## src/rtl/core/mmdu_pkg.sv

```systemverilog
// Shared constants, codes and types of the modular multiply/divide unit.
`timescale 1ns / 1ps

package mmdu_pkg;

   // Datapath width; port fields stay at PORT_BITS and use the low WORD_BITS bits
   localparam int WORD_BITS     = 32;
   localparam int PORT_BITS     = 32;
   localparam int DBL_BITS      = 2 * WORD_BITS;
   localparam int STEP_BITS     = $clog2(DBL_BITS + 1);
   localparam int MODULUS_RESET = 2;

   // Operation codes
   localparam logic [1:0] MODE_MUL = 2'd0;
   localparam logic [1:0] MODE_DIV = 2'd1;
   localparam logic [1:0] MODE_RED = 2'd2;

   // Status codes
   localparam logic [1:0] STATUS_OK    = 2'd0;
   localparam logic [1:0] STATUS_ZERO  = 2'd1;
   localparam logic [1:0] STATUS_NOINV = 2'd2;

   typedef enum logic [3:0] {
      S_IDLE,
      S_DIV,
      S_DIV_WAIT,
      S_CMUL,
      S_CRED,
      S_CRED_WAIT,
      S_FMUL,
      S_FRED,
      S_FRED_WAIT,
      S_DONE
   } seq_state_type;

   // Request to the shared shift-subtract divider
   typedef struct packed {
      logic                  start;
      logic                  long_op;   // full double-width dividend
      logic [DBL_BITS-1:0]   dividend;
      logic [WORD_BITS-1:0]  divisor;
   } div_req_type;

   typedef struct packed {
      logic                  done;
      logic [WORD_BITS-1:0]  quotient;
      logic [WORD_BITS-1:0]  remainder;
   } div_rsp_type;

   // One incoming word, trimmed to the datapath width
   typedef struct packed {
      logic [1:0]            mode;
      logic [WORD_BITS-1:0]  a;
      logic [WORD_BITS-1:0]  b;
   } item_type;

   typedef struct packed {
      logic                  valid;
      logic [WORD_BITS-1:0]  result;
      logic [1:0]            status;
   } result_type;

endpackage

```

## src/rtl/core/mmdu_divider.sv

```systemverilog
// Restoring shift-subtract divider, one quotient bit per cycle.
`timescale 1ns / 1ps

module mmdu_divider import mmdu_pkg::*; (
   input  logic        clock,
   input  logic        reset,
   input  div_req_type div_req,
   output div_rsp_type div_rsp
);

   logic [STEP_BITS-1:0] count_ff, count_in;
   logic                 done_ff, done_in;
   logic [WORD_BITS-1:0] rem_ff, rem_in;
   logic [WORD_BITS-1:0] dsr_ff, dsr_in;
   logic [DBL_BITS-1:0]  dvd_ff, dvd_in;
   logic [WORD_BITS:0]   trial;
   logic [WORD_BITS:0]   diff;

   // Trial subtract of the shifted partial remainder
   always_comb begin
      trial = {rem_ff, dvd_ff[DBL_BITS-1]};
      diff  = trial - {1'b0, dsr_ff};
   end

   // Load on start, then one step per cycle until the count runs out
   always_comb begin
      count_in = count_ff;
      done_in  = 1'b0;
      rem_in   = rem_ff;
      dsr_in   = dsr_ff;
      dvd_in   = dvd_ff;
      if (div_req.start) begin
         rem_in = '0;
         dsr_in = div_req.divisor;
         if (div_req.long_op) begin
            dvd_in   = div_req.dividend;
            count_in = STEP_BITS'(DBL_BITS);
         end else begin
            dvd_in   = {div_req.dividend[WORD_BITS-1:0], {WORD_BITS{1'b0}}};
            count_in = STEP_BITS'(WORD_BITS);
         end
      end else if (count_ff != '0) begin
         count_in = count_ff - 1'b1;
         done_in  = (count_ff == STEP_BITS'(1));
         if (!diff[WORD_BITS]) begin
            rem_in = diff[WORD_BITS-1:0];
            dvd_in = {dvd_ff[DBL_BITS-2:0], 1'b1};
         end else begin
            rem_in = trial[WORD_BITS-1:0];
            dvd_in = {dvd_ff[DBL_BITS-2:0], 1'b0};
         end
      end
   end

   always_ff @(posedge clock) begin
      if (reset) begin
         count_ff <= '0;
         done_ff  <= 1'b0;
      end else begin
         count_ff <= count_in;
         done_ff  <= done_in;
      end
   end

   always_ff @(posedge clock) begin
      rem_ff <= rem_in;
      dsr_ff <= dsr_in;
      dvd_ff <= dvd_in;
   end

   always_comb begin
      div_rsp.done      = done_ff;
      div_rsp.quotient  = dvd_ff[WORD_BITS-1:0];
      div_rsp.remainder = rem_ff;
   end

endmodule

```

## src/rtl/core/mmdu_sequencer.sv

```systemverilog
// Sequencer: operation flow, extended Euclid state and the shared multiplier.
`timescale 1ns / 1ps

module mmdu_sequencer import mmdu_pkg::*; (
   input  logic                 clock,
   input  logic                 reset,
   input  logic                 start,
   input  item_type             item,
   input  logic [WORD_BITS-1:0] modulus,
   output logic                 idle,
   output result_type           res,
   input  logic                 res_taken,
   output div_req_type          div_req,
   input  div_rsp_type          div_rsp
);

   seq_state_type state_ff, state_in;

   logic [WORD_BITS-1:0] a_ff, a_in;
   logic [WORD_BITS-1:0] x_ff, x_in;       // previous remainder
   logic [WORD_BITS-1:0] y_ff, y_in;       // current remainder
   logic [WORD_BITS-1:0] cur_ff, cur_in;   // coefficient; multiplicand of final product
   logic [WORD_BITS-1:0] prev_ff, prev_in;
   logic [WORD_BITS-1:0] q_ff, q_in;
   logic [DBL_BITS-1:0]  prod_ff, prod_in;
   logic [WORD_BITS-1:0] result_ff, result_in;
   logic [1:0]           status_ff, status_in;

   logic [WORD_BITS-1:0] mul_lhs;
   logic [DBL_BITS-1:0]  product;
   logic [WORD_BITS:0]   coef_sum;
   logic [WORD_BITS:0]   coef_fold;

   // Shared multiplier: q * cur in the Euclid round, a * cur otherwise
   always_comb begin
      mul_lhs = (state_ff == S_CMUL) ? q_ff : a_ff;
      product = DBL_BITS'(mul_lhs) * DBL_BITS'(cur_ff);
   end

   // Next coefficient: (prev + m - (cur*q mod m)) mod m, sum stays below 2m
   always_comb begin
      coef_sum  = {1'b0, prev_ff} + {1'b0, modulus} - {1'b0, div_rsp.remainder};
      coef_fold = (coef_sum >= {1'b0, modulus}) ? coef_sum - {1'b0, modulus} : coef_sum;
   end

   // Next state
   always_comb begin
      state_in = state_ff;
      case (state_ff)
         S_IDLE: begin
            if (start) begin
               if (modulus == '0) begin
                  state_in = S_DONE;
               end else begin
                  case (item.mode)
                     MODE_MUL: state_in = S_FMUL;
                     MODE_DIV: begin
                        if (item.b == '0 || modulus == WORD_BITS'(1)) begin
                           state_in = S_DONE;
                        end else begin
                           state_in = S_DIV;
                        end
                     end
                     default:  state_in = S_FRED;
                  endcase
               end
            end
         end
         S_DIV:      state_in = S_DIV_WAIT;
         S_DIV_WAIT: begin
            if (div_rsp.done) begin
               if (div_rsp.remainder != '0) begin
                  state_in = S_CMUL;
               end else if (y_ff == WORD_BITS'(1)) begin
                  state_in = S_FMUL;
               end else begin
                  state_in = S_DONE;
               end
            end
         end
         S_CMUL:      state_in = S_CRED;
         S_CRED:      state_in = S_CRED_WAIT;
         S_CRED_WAIT: begin
            if (div_rsp.done) begin
               state_in = S_DIV;
            end
         end
         S_FMUL:      state_in = S_FRED;
         S_FRED:      state_in = S_FRED_WAIT;
         S_FRED_WAIT: begin
            if (div_rsp.done) begin
               state_in = S_DONE;
            end
         end
         S_DONE: begin
            if (res_taken) begin
               state_in = S_IDLE;
            end
         end
         default:     state_in = S_IDLE;
      endcase
   end

   // Datapath register updates
   always_comb begin
      a_in      = a_ff;
      x_in      = x_ff;
      y_in      = y_ff;
      cur_in    = cur_ff;
      prev_in   = prev_ff;
      q_in      = q_ff;
      prod_in   = prod_ff;
      result_in = result_ff;
      status_in = status_ff;
      case (state_ff)
         S_IDLE: begin
            a_in      = item.a;
            x_in      = modulus;
            y_in      = item.b;
            cur_in    = (item.mode == MODE_DIV) ? WORD_BITS'(1) : item.b;
            prev_in   = '0;
            prod_in   = DBL_BITS'(item.a);
            result_in = '0;
            if (modulus == '0 || (item.mode == MODE_DIV && item.b == '0)) begin
               status_in = STATUS_ZERO;
            end else begin
               status_in = STATUS_OK;
            end
         end
         S_DIV_WAIT: begin
            if (div_rsp.done) begin
               q_in = div_rsp.quotient;
               x_in = y_ff;
               y_in = div_rsp.remainder;
               // last nonzero remainder is the gcd; inverse sits in cur
               if (div_rsp.remainder == '0 && y_ff != WORD_BITS'(1)) begin
                  status_in = STATUS_NOINV;
               end
            end
         end
         S_CMUL, S_FMUL: begin
            prod_in = product;
         end
         S_CRED_WAIT: begin
            if (div_rsp.done) begin
               prev_in = cur_ff;
               cur_in  = coef_fold[WORD_BITS-1:0];
            end
         end
         S_FRED_WAIT: begin
            if (div_rsp.done) begin
               result_in = div_rsp.remainder;
            end
         end
         default: begin
         end
      endcase
   end

   // Outputs
   always_comb begin
      idle            = (state_ff == S_IDLE);
      div_req.start   = (state_ff == S_DIV) || (state_ff == S_CRED) || (state_ff == S_FRED);
      div_req.long_op = (state_ff != S_DIV);
      div_req.dividend = (state_ff == S_DIV) ? DBL_BITS'(x_ff) : prod_ff;
      div_req.divisor  = (state_ff == S_DIV) ? y_ff : modulus;
      res.valid  = (state_ff == S_DONE);
      res.result = result_ff;
      res.status = status_ff;
   end

   always_ff @(posedge clock) begin
      if (reset) begin
         state_ff <= S_IDLE;
      end else begin
         state_ff <= state_in;
      end
   end

   always_ff @(posedge clock) begin
      a_ff      <= a_in;
      x_ff      <= x_in;
      y_ff      <= y_in;
      cur_ff    <= cur_in;
      prev_ff   <= prev_in;
      q_ff      <= q_in;
      prod_ff   <= prod_in;
      result_ff <= result_in;
      status_ff <= status_in;
   end

endmodule

```

## src/rtl/core/modular_multiply_divide_unit.sv

```systemverilog
// Top level: modulus register, request intake, result output register.
`timescale 1ns / 1ps

// Modular arithmetic unit over the modulus in the CSR (reset value 2). Mode 0
// returns a*b mod m, mode 1 returns a*inverse(b) mod m via extended Euclid,
// modes 2 and 3 return a mod m. Status 1 flags a zero modulus or, in mode 1, a
// zero divisor; status 2 flags a divisor sharing a factor with m. The result is
// zero whenever status is nonzero. One word is worked on at a time and
// req_stall stays high until its result moves to the output register. All
// arithmetic runs on one restoring divider producing one quotient bit per
// cycle: mode 0 needs a multiply and a double-width reduction, modes 2 and 3
// only the reduction; mode 1 adds, per Euclid round, a single-width divide plus
// a double-width reduction of the coefficient product, up to about 46 rounds
// for a 32-bit modulus, and far fewer rounds for typical operands.
module modular_multiply_divide_unit import mmdu_pkg::*; (
   input  logic                 clock,
   input  logic                 reset,
   input  logic                 csr_write_enable,
   input  logic [PORT_BITS-1:0] csr_write_data,
   input  logic                 req_valid,
   output logic                 req_stall,
   input  logic [1:0]           req_mode,
   input  logic [PORT_BITS-1:0] req_operand_a,
   input  logic [PORT_BITS-1:0] req_operand_b,
   output logic                 rsp_valid,
   input  logic                 rsp_stall,
   output logic [PORT_BITS-1:0] rsp_result,
   output logic [1:0]           rsp_status
);

   logic [PORT_BITS-1:0] modulus_ff, modulus_in;
   logic                 rsp_valid_ff, rsp_valid_in;
   logic [WORD_BITS-1:0] rsp_result_ff, rsp_result_in;
   logic [1:0]           rsp_status_ff, rsp_status_in;

   logic        seq_idle;
   logic        accept;
   logic        res_taken;
   item_type    item;
   result_type  seq_res;
   div_req_type div_req;
   div_rsp_type div_rsp;

   // CSR write
   always_comb begin
      modulus_in = csr_write_enable ? csr_write_data : modulus_ff;
   end

   // Intake
   always_comb begin
      req_stall = !seq_idle;
      accept    = req_valid && seq_idle;
      item.mode = req_mode;
      item.a    = req_operand_a[WORD_BITS-1:0];
      item.b    = req_operand_b[WORD_BITS-1:0];
   end

   mmdu_sequencer u_sequencer (
      .clock     (clock),
      .reset     (reset),
      .start     (accept),
      .item      (item),
      .modulus   (modulus_ff[WORD_BITS-1:0]),
      .idle      (seq_idle),
      .res       (seq_res),
      .res_taken (res_taken),
      .div_req   (div_req),
      .div_rsp   (div_rsp)
   );

   mmdu_divider u_divider (
      .clock   (clock),
      .reset   (reset),
      .div_req (div_req),
      .div_rsp (div_rsp)
   );

   // Output register: loads when empty or being drained
   always_comb begin
      res_taken     = seq_res.valid && (!rsp_valid_ff || !rsp_stall);
      rsp_valid_in  = rsp_valid_ff;
      rsp_result_in = rsp_result_ff;
      rsp_status_in = rsp_status_ff;
      if (res_taken) begin
         rsp_valid_in  = 1'b1;
         rsp_result_in = seq_res.result;
         rsp_status_in = seq_res.status;
      end else if (!rsp_stall) begin
         rsp_valid_in = 1'b0;
      end
   end

   always_ff @(posedge clock) begin
      if (reset) begin
         modulus_ff   <= PORT_BITS'(MODULUS_RESET);
         rsp_valid_ff <= 1'b0;
      end else begin
         modulus_ff   <= modulus_in;
         rsp_valid_ff <= rsp_valid_in;
      end
   end

   always_ff @(posedge clock) begin
      rsp_result_ff <= rsp_result_in;
      rsp_status_ff <= rsp_status_in;
   end

   assign rsp_valid  = rsp_valid_ff;
   assign rsp_result = PORT_BITS'(rsp_result_ff);
   assign rsp_status = rsp_status_ff;

endmodule

```

## config.mk

```make
export PLATFORM = sky130hd
export DESIGN_NAME = modular_multiply_divide_unit
export DESIGN_NICKNAME = d
export VERILOG_FILES = /design/src/rtl/core/mmdu_pkg.sv /design/src/rtl/core/mmdu_divider.sv /design/src/rtl/core/mmdu_sequencer.sv /design/src/rtl/core/modular_multiply_divide_unit.sv
export SDC_FILE = /design/constraint.sdc
export NUM_CORES = 2
export LEC_CHECK = 0
export BUFFER_PORTS_ARGS = -buffer_cell sky130_fd_sc_hd__buf_4
export CAP_MARGIN = 20
export CORE_ASPECT_RATIO = 1.75
export CORE_UTILIZATION = 45
export CTS_CLUSTER_DIAMETER = 40
export DETAILED_ROUTE_END_ITERATION = 6
export PLACE_DENSITY = 0.72
export SLEW_MARGIN = 15
export SYNTH_ARGS = -nofsm -noshare
export SYNTH_HDL_FRONTEND = slang
export SYNTH_HIERARCHICAL = 1
export SYNTH_SLANG_ARGS = --single-unit
```

## constraint.sdc

```tcl
create_clock -name clock -period 17.7 [get_ports clock]
set_input_delay 2.655 -clock clock [delete_from_list [all_inputs] [get_ports clock]]
set_output_delay 2.655 -clock clock [all_outputs]
set_load 0.01 [all_outputs]
```

# Yosys cells after proc, flatten, opt, wreduce, memory -nomap -nowiden
# Cells that the tools add are included.
[op_classes]
add_sub_neg = 5
mul = 1
magnitude_cmp = 1
n_eq_ne = 22
n_mux = 40
bitwise_logic = 1
reduce_logical = 32
[ops]
columns = ["cell", "n"]
rows = [
  ["$pmux 32 s2", 5],
  ["$mux 32", 9],
  ["$mux 64", 4],
  ["$pmux 64 s2", 1],
  ["$logic_not 32->1", 3],
  ["$sub 33x32->33", 2],
  ["$eq 32x1->1 const B", 2],
  ["$mul 32x32->64", 1],
  ["$pmux 4 s10", 1],
  ["$mux 4", 9],
  ["$add 32x32->33", 1],
  ["$ge 33x32->1", 1],
  ["$ne 32x1->1 const B", 1],
  ["$reduce_bool 32->1", 1],
  ["$sub 32x32->32", 1],
  ["$mux 7", 3],
  ["$eq 4x3->1 const B", 4],
  ["$ne 2x1->1 const B", 6],
  ["$reduce_bool 2->1", 5],
  ["$eq 4x2->1 const B", 2],
  ["$eq 4x4->1 const B", 2],
  ["$pmux 4 s2", 1],
  ["$reduce_and 2->1", 4],
  ["$eq 7x1->1 const B", 1],
  ["19 further kinds", 32],
]
[totals]
reg_bits = 497
inputBits = 103
word_cells = 121

# Logic depth before layout (Yosys ltp)
[logic_depth]
ltp_word = 7
mapped_depth = 33
mapped_depth_nobuf = 29

# Modules after synthesis
# Netlist, hierarchy kept.
[by_module_without_submodules]
columns = ["mod", "n_inst", "cells_each", "area_each_um2", "seq_area_each_um2"]
rows = [
  ["mmdu_sequencer", 1, 5288, 50544.7, 8788.4],
  ["mmdu_divider", 1, 765, 7742.4, 3683.5],
  ["modular_multiply_divide_unit", 1, 144, 2238.4, 1681.6],
]

# Least setup slack after synthesis
# No wires, ideal clock.
[synth_path]
path_type = "reg2reg"
startpoint = "register u_sequencer.state_ff[2]"
endpoint = "register u_sequencer.prod_ff[58] (data pin)"
setup_ps = 269
t_arrival_ps = 8380
setup_slack_ps = 9050
path_stages_with_launch = 32
path_cell_list = "dfxtp_1 -> nor2_1 -> and3_1 -> clkbuf_1 -> buf_1 -> mux2_2 -> clkbuf_1 -> and2_1 -> fa_1 -> fa_1 -> inv_1 -> fa_1 -> fa_1 -> inv_1 -> fa_1 -> fa_1 -> fa_1 -> inv_1 -> fa_1 -> inv_1 -> ha_1 -> buf_2 -> nand4_1 -> nor3_1 -> nand2_1 -> or4b_1 -> o32a_1 -> a21oi_1 -> o211ai_1 -> a2111oi_1 -> o21ai_0 -> nor3b_1"
[synth_via]
elab_chain_cells = 4
elab_cells_between_ends = 7
cone_classes = "mul: 1; eq/ne: 2; mux: 2; reduce/logical: 2"
[synth_lines]
columns = ["element", "line", "text"]
rows = [
  ["start, declared", "mmdu_sequencer.sv:17", "seq_state_type state_ff, state_in;"],
  ["start signal, assigned", "mmdu_sequencer.sv:176", "state_ff <= state_in;"],
  ["$eq 4x2->1", "mmdu_sequencer.sv:36, mmdu_sequencer.sv:115", ""],
  ["$mux 32", "mmdu_sequencer.sv:36", "mul_lhs = (state_ff == S_CMUL) ? q_ff : a_ff;"],
  ["$mul 32x32->64", "mmdu_sequencer.sv:37", "product = DBL_BITS'(mul_lhs) * DBL_BITS'(cur_ff);"],
  ["$pmux 64 s2 (*)", "mmdu_sequencer.sv:115", "case (state_ff)"],
  ["end signal, assigned", "mmdu_sequencer.sv:187", "prod_ff <= prod_in;"],
  ["end, declared", "mmdu_sequencer.sv:25", "logic [DBL_BITS-1:0] prod_ff, prod_in;"],
]
# Every way passes the cells marked *; elsewhere a longest branch is shown, timed or not.
# A chain may end at the register's enable or synchronous reset.

# Worst setup path after layout
[layout_path]
startpoint = "register u_sequencer.state_ff[0]"
endpoint = "register u_sequencer.prod_ff[58] (data pin)"
# Same word-level chain as after synthesis.

==> summary.md <==
| Metric | Value |
|---|---|
| Outcome | complete, no violations |
| Top post-synthesis cells by area | fa_1 (31%), edfxtp_1 (21%), ha_1 (7.5%), and2_1 (7.3%), inv_1 (6.5%) |
| Commonest cells post-synth | inv_1 (1052), fa_1 (930), and2_1 (711) |
| Tcrit/Tclk final | 59.1% |
| Vias in the first global route | 48012 |
| Sequential cell area fraction in the yosys report | 23.4% |
| Yosys warnings | 6 |
| Largest family of logic cells by synthesized area | adder cells |
| # rows | 177 |
| Syn_nets | 7591 |
| Layout Skew | 0.0595 ns |
| Worst relative slew slack | 29.5% |
| Clk slew on worst S/H paths | 0.07 ns |
| Clock buffer depth | 3 |
| Routed wire length per instance | 22.8 um |
| Compound-Gate Fraction of Synth Area | 8.08% |
| Max cap viols | 0 |
| Adder-Cell Fraction of Synth Area | 38.2% |
| Fin Setup TNS | 0 ns |
| Layout cells sized above 1 | 7.26% |
| Final antenna-violating net count | 0 |
| Cell with the most instances after synthesis | inv_1 |
| CP arrival | 10.76 ns |
| Starting Density | 45.5% |
| Fin. Hold Viols | 0 |
| Vias post-DR | 44217 |
| EDFF count, synth | 420 |
| Clock Latency Late Sink | 0.62 ns |
| CTS resizes | 0 |
| Slew Viols, Final | 0 |
| Overflow after GRT | 0 |
| Largest net degree at the start of global routing | 131 |
| Startpoint Class | register |
| # IOs | 139 |
| Synthesized area | 60500 um2 |
| Initial antenna violation count | 15 |
| Worst-margin pin slew | 1.05 ns |
| Yosys top cell area share | 30.8% |
| Top_reg_cell synth | edfxtp_1 |
| Share of synthesized registers carrying an async set or reset | 0% |
| Global-route wire length before repair | 280000 um |
| Pre-antenna DRT Iters | 6 |
| Post-synthesis cell count | 6197 |
| Simple-gate share of the synthesized area | 15.6% |
| Reg2reg setup slack | 7.24 ns |
| Die height | 487 um |
| Clock root buffer | clkbuf_16 |
| CORE AREA | 133000 um2 |
| CP Capture Type | register |
| Hold Path Class | register to register |
| Layout area overhead | 6.75% |
| First DRT Iteration DRCs | 2962 |
| Hold buffers post-CTS | 0 |
| Data required, critical path | 18.00 ns |
| Number of vias per cell | 5.57 |
| Die X | 279 um |
| DRC | 0 |
| Critical-path maximum fanout | 32 |
| Synth area leader | fa_1 |
| Tmin final | 10.46 ns |
| Syn avg cell area | 9.77 um2 |
| Die area | 136000 um2 |
| Setup Buffers After CTS | 0 |
| Fmax | 95.6 MHz |
| Final nets | 7496 |
| CP Class | register to register |
| CTS tree | done |
| Placer Congestion | 0.976 |
| #FFs+latches synth | 497 |
| Synth cell types | 91 |
| Mux cell area share after synthesis | 3.39% |
| TritonCTS Buffers | 49 |
| GRT Overall Usage | 27.1% |
| Port Buf Inserts | 138 |
| H-tree depth | 2 |
| Finish-stage setup viols | 0 |
| Total routed wirelength | 181000 um |
| CTS sink count | 497 |
| XOR/XNOR Fraction of Synth Area | 2.11% |
| DP Wirelength | 145000 um |
| RSZ-0062 raised after global routing | false |
logic make-up (layout without fill, tap and decap cells):
kind of cell	count (synthesis)	in the layout
and+or+nand+nor	1884	1884
muxes	193	193
AOI/OAI and AO/OA	766	766
adders and majority gates	1291	1291
xor gates and xnor gates	145	145
other	0	6
buffers and inverters	1421	1367
DFF	497	497
final cells by class:
type,instances,area (um2)
Fill cell,12226,68500
Multi-Input combinational cell,4279,40900
Sequential cell,497,14200
Inverter,1055,3960
Tap cell,1790,2240
Timing Repair Buffer,220,1660
Clock buffer,60,1310
Clock inverter,32,378
Antenna cell,6,15.0
per-stage QoR:
step | worst slack [ns] | cell area, um2 | std cells | hold WS, ns | util (%)
floorplan | 9.05 | 60500 | 6197 | 0.400 | -
global placement | 7.56 | 62900 | 7841 | 0.401 | 47.3
global route | 6.78 | 64600 | 7936 | 0.415 | 48.5
CTS | 7.29 | 64600 | 7933 | 0.413 | 48.5
detailed placement | 7.37 | 62900 | 7841 | 0.405 | 47.3
finish | 7.24 | 64600 | 7939 | 0.416 | 48.5
layout by cell type (no fill, tap or decap), types with 18 or more instances in the layout:
master / instances
nor4_1: 37
xor2_1: 53
a31oi_1: 20
a21oi_1: 195
nand3_1: 68
o21ai_1: 39
mux2i_1: 95
buf_4: 219
inv_1: 1050
nor3_1: 30
a211oi_1: 40
nand4_1: 34
edfxtp_1: 420
mux2_2: 98
and3_1: 18
ha_1: 361
a22o_1: 31
dfxtp_1: 77
nand2_1: 675
xnor2_1: 91
fa_1: 930
clkbuf_16: 49
a21o_1: 87
o21ai_0: 187
nand2b_1: 18
and2_1: 711
nor2_1: 220
worst max-delay path, cell delays in order (launching register included):
cell,delay [ns]
dfxtp_1,0.67
and3_2,0.96
mux2_2,0.79
nand2_1,0.19
fa_1,0.54
fa_1,0.52
fa_1,0.51
fa_1,0.53
inv_1,0.06
fa_1,0.58
fa_1,0.46
fa_1,0.51
inv_1,0.05
fa_1,0.48
inv_1,0.05
ha_1,0.46
nand4_1,0.19
nor3_1,0.25
nand2_1,0.11
or4b_1,0.53
o32a_1,0.30
a21oi_1,0.25
o211ai_1,0.21
a2111oi_1,0.52
o21ai_0,0.15
nor3b_1,0.16
registers in the layout, summed over array words and instances (netlist names):
| register | cells |
|---|---|
| u_sequencer/state_ff | 4 |
| rsp_valid | 1 |
| u_divider/done_ff | 1 |
| u_sequencer/status_ff | 2 |
| u_sequencer/prod_ff | 64 |
| u_divider/rem_ff | 32 |
| u_sequencer/result_ff | 32 |
| u_sequencer/cur_ff | 32 |
| u_sequencer/a_ff | 32 |
| u_sequencer/y_ff | 32 |
| u_sequencer/x_ff | 32 |
| u_sequencer/prev_ff | 32 |
| u_sequencer/q_ff | 32 |
| u_divider/dvd_ff | 64 |
| modulus_ff | 32 |
| rsp_result | 32 |
| rsp_status | 2 |
| u_divider/dsr_ff | 32 |
| u_divider/count_ff | 7 |
worst paths after layout:
path	startpoint	end	cells after the start
worst max-delay path	u_sequencer/state_ff[0]	u_sequencer/prod_ff[58]	25
worst min-delay path	u_sequencer/result_ff[2]	rsp_result[2]	0
worst max register to register	u_sequencer/state_ff[0]	u_sequencer/prod_ff[58]	25
worst min register to register	u_sequencer/result_ff[2]	rsp_result[2]	0
routing by layer:
| layer | wire, um | GRT usage [%] |
|---|---|---|
| met4 | 13600 | 17.8 |
| met5 | 44 | 0 |
| met1 | 63900 | 29.8 |
| met3 | 8260 | 2.21 |
| met2 | 95300 | 49.8 |
Power is left out: the tool's default activity adds up to more than one toggle a clock period on the data nets, which glitch-free logic cannot reach.
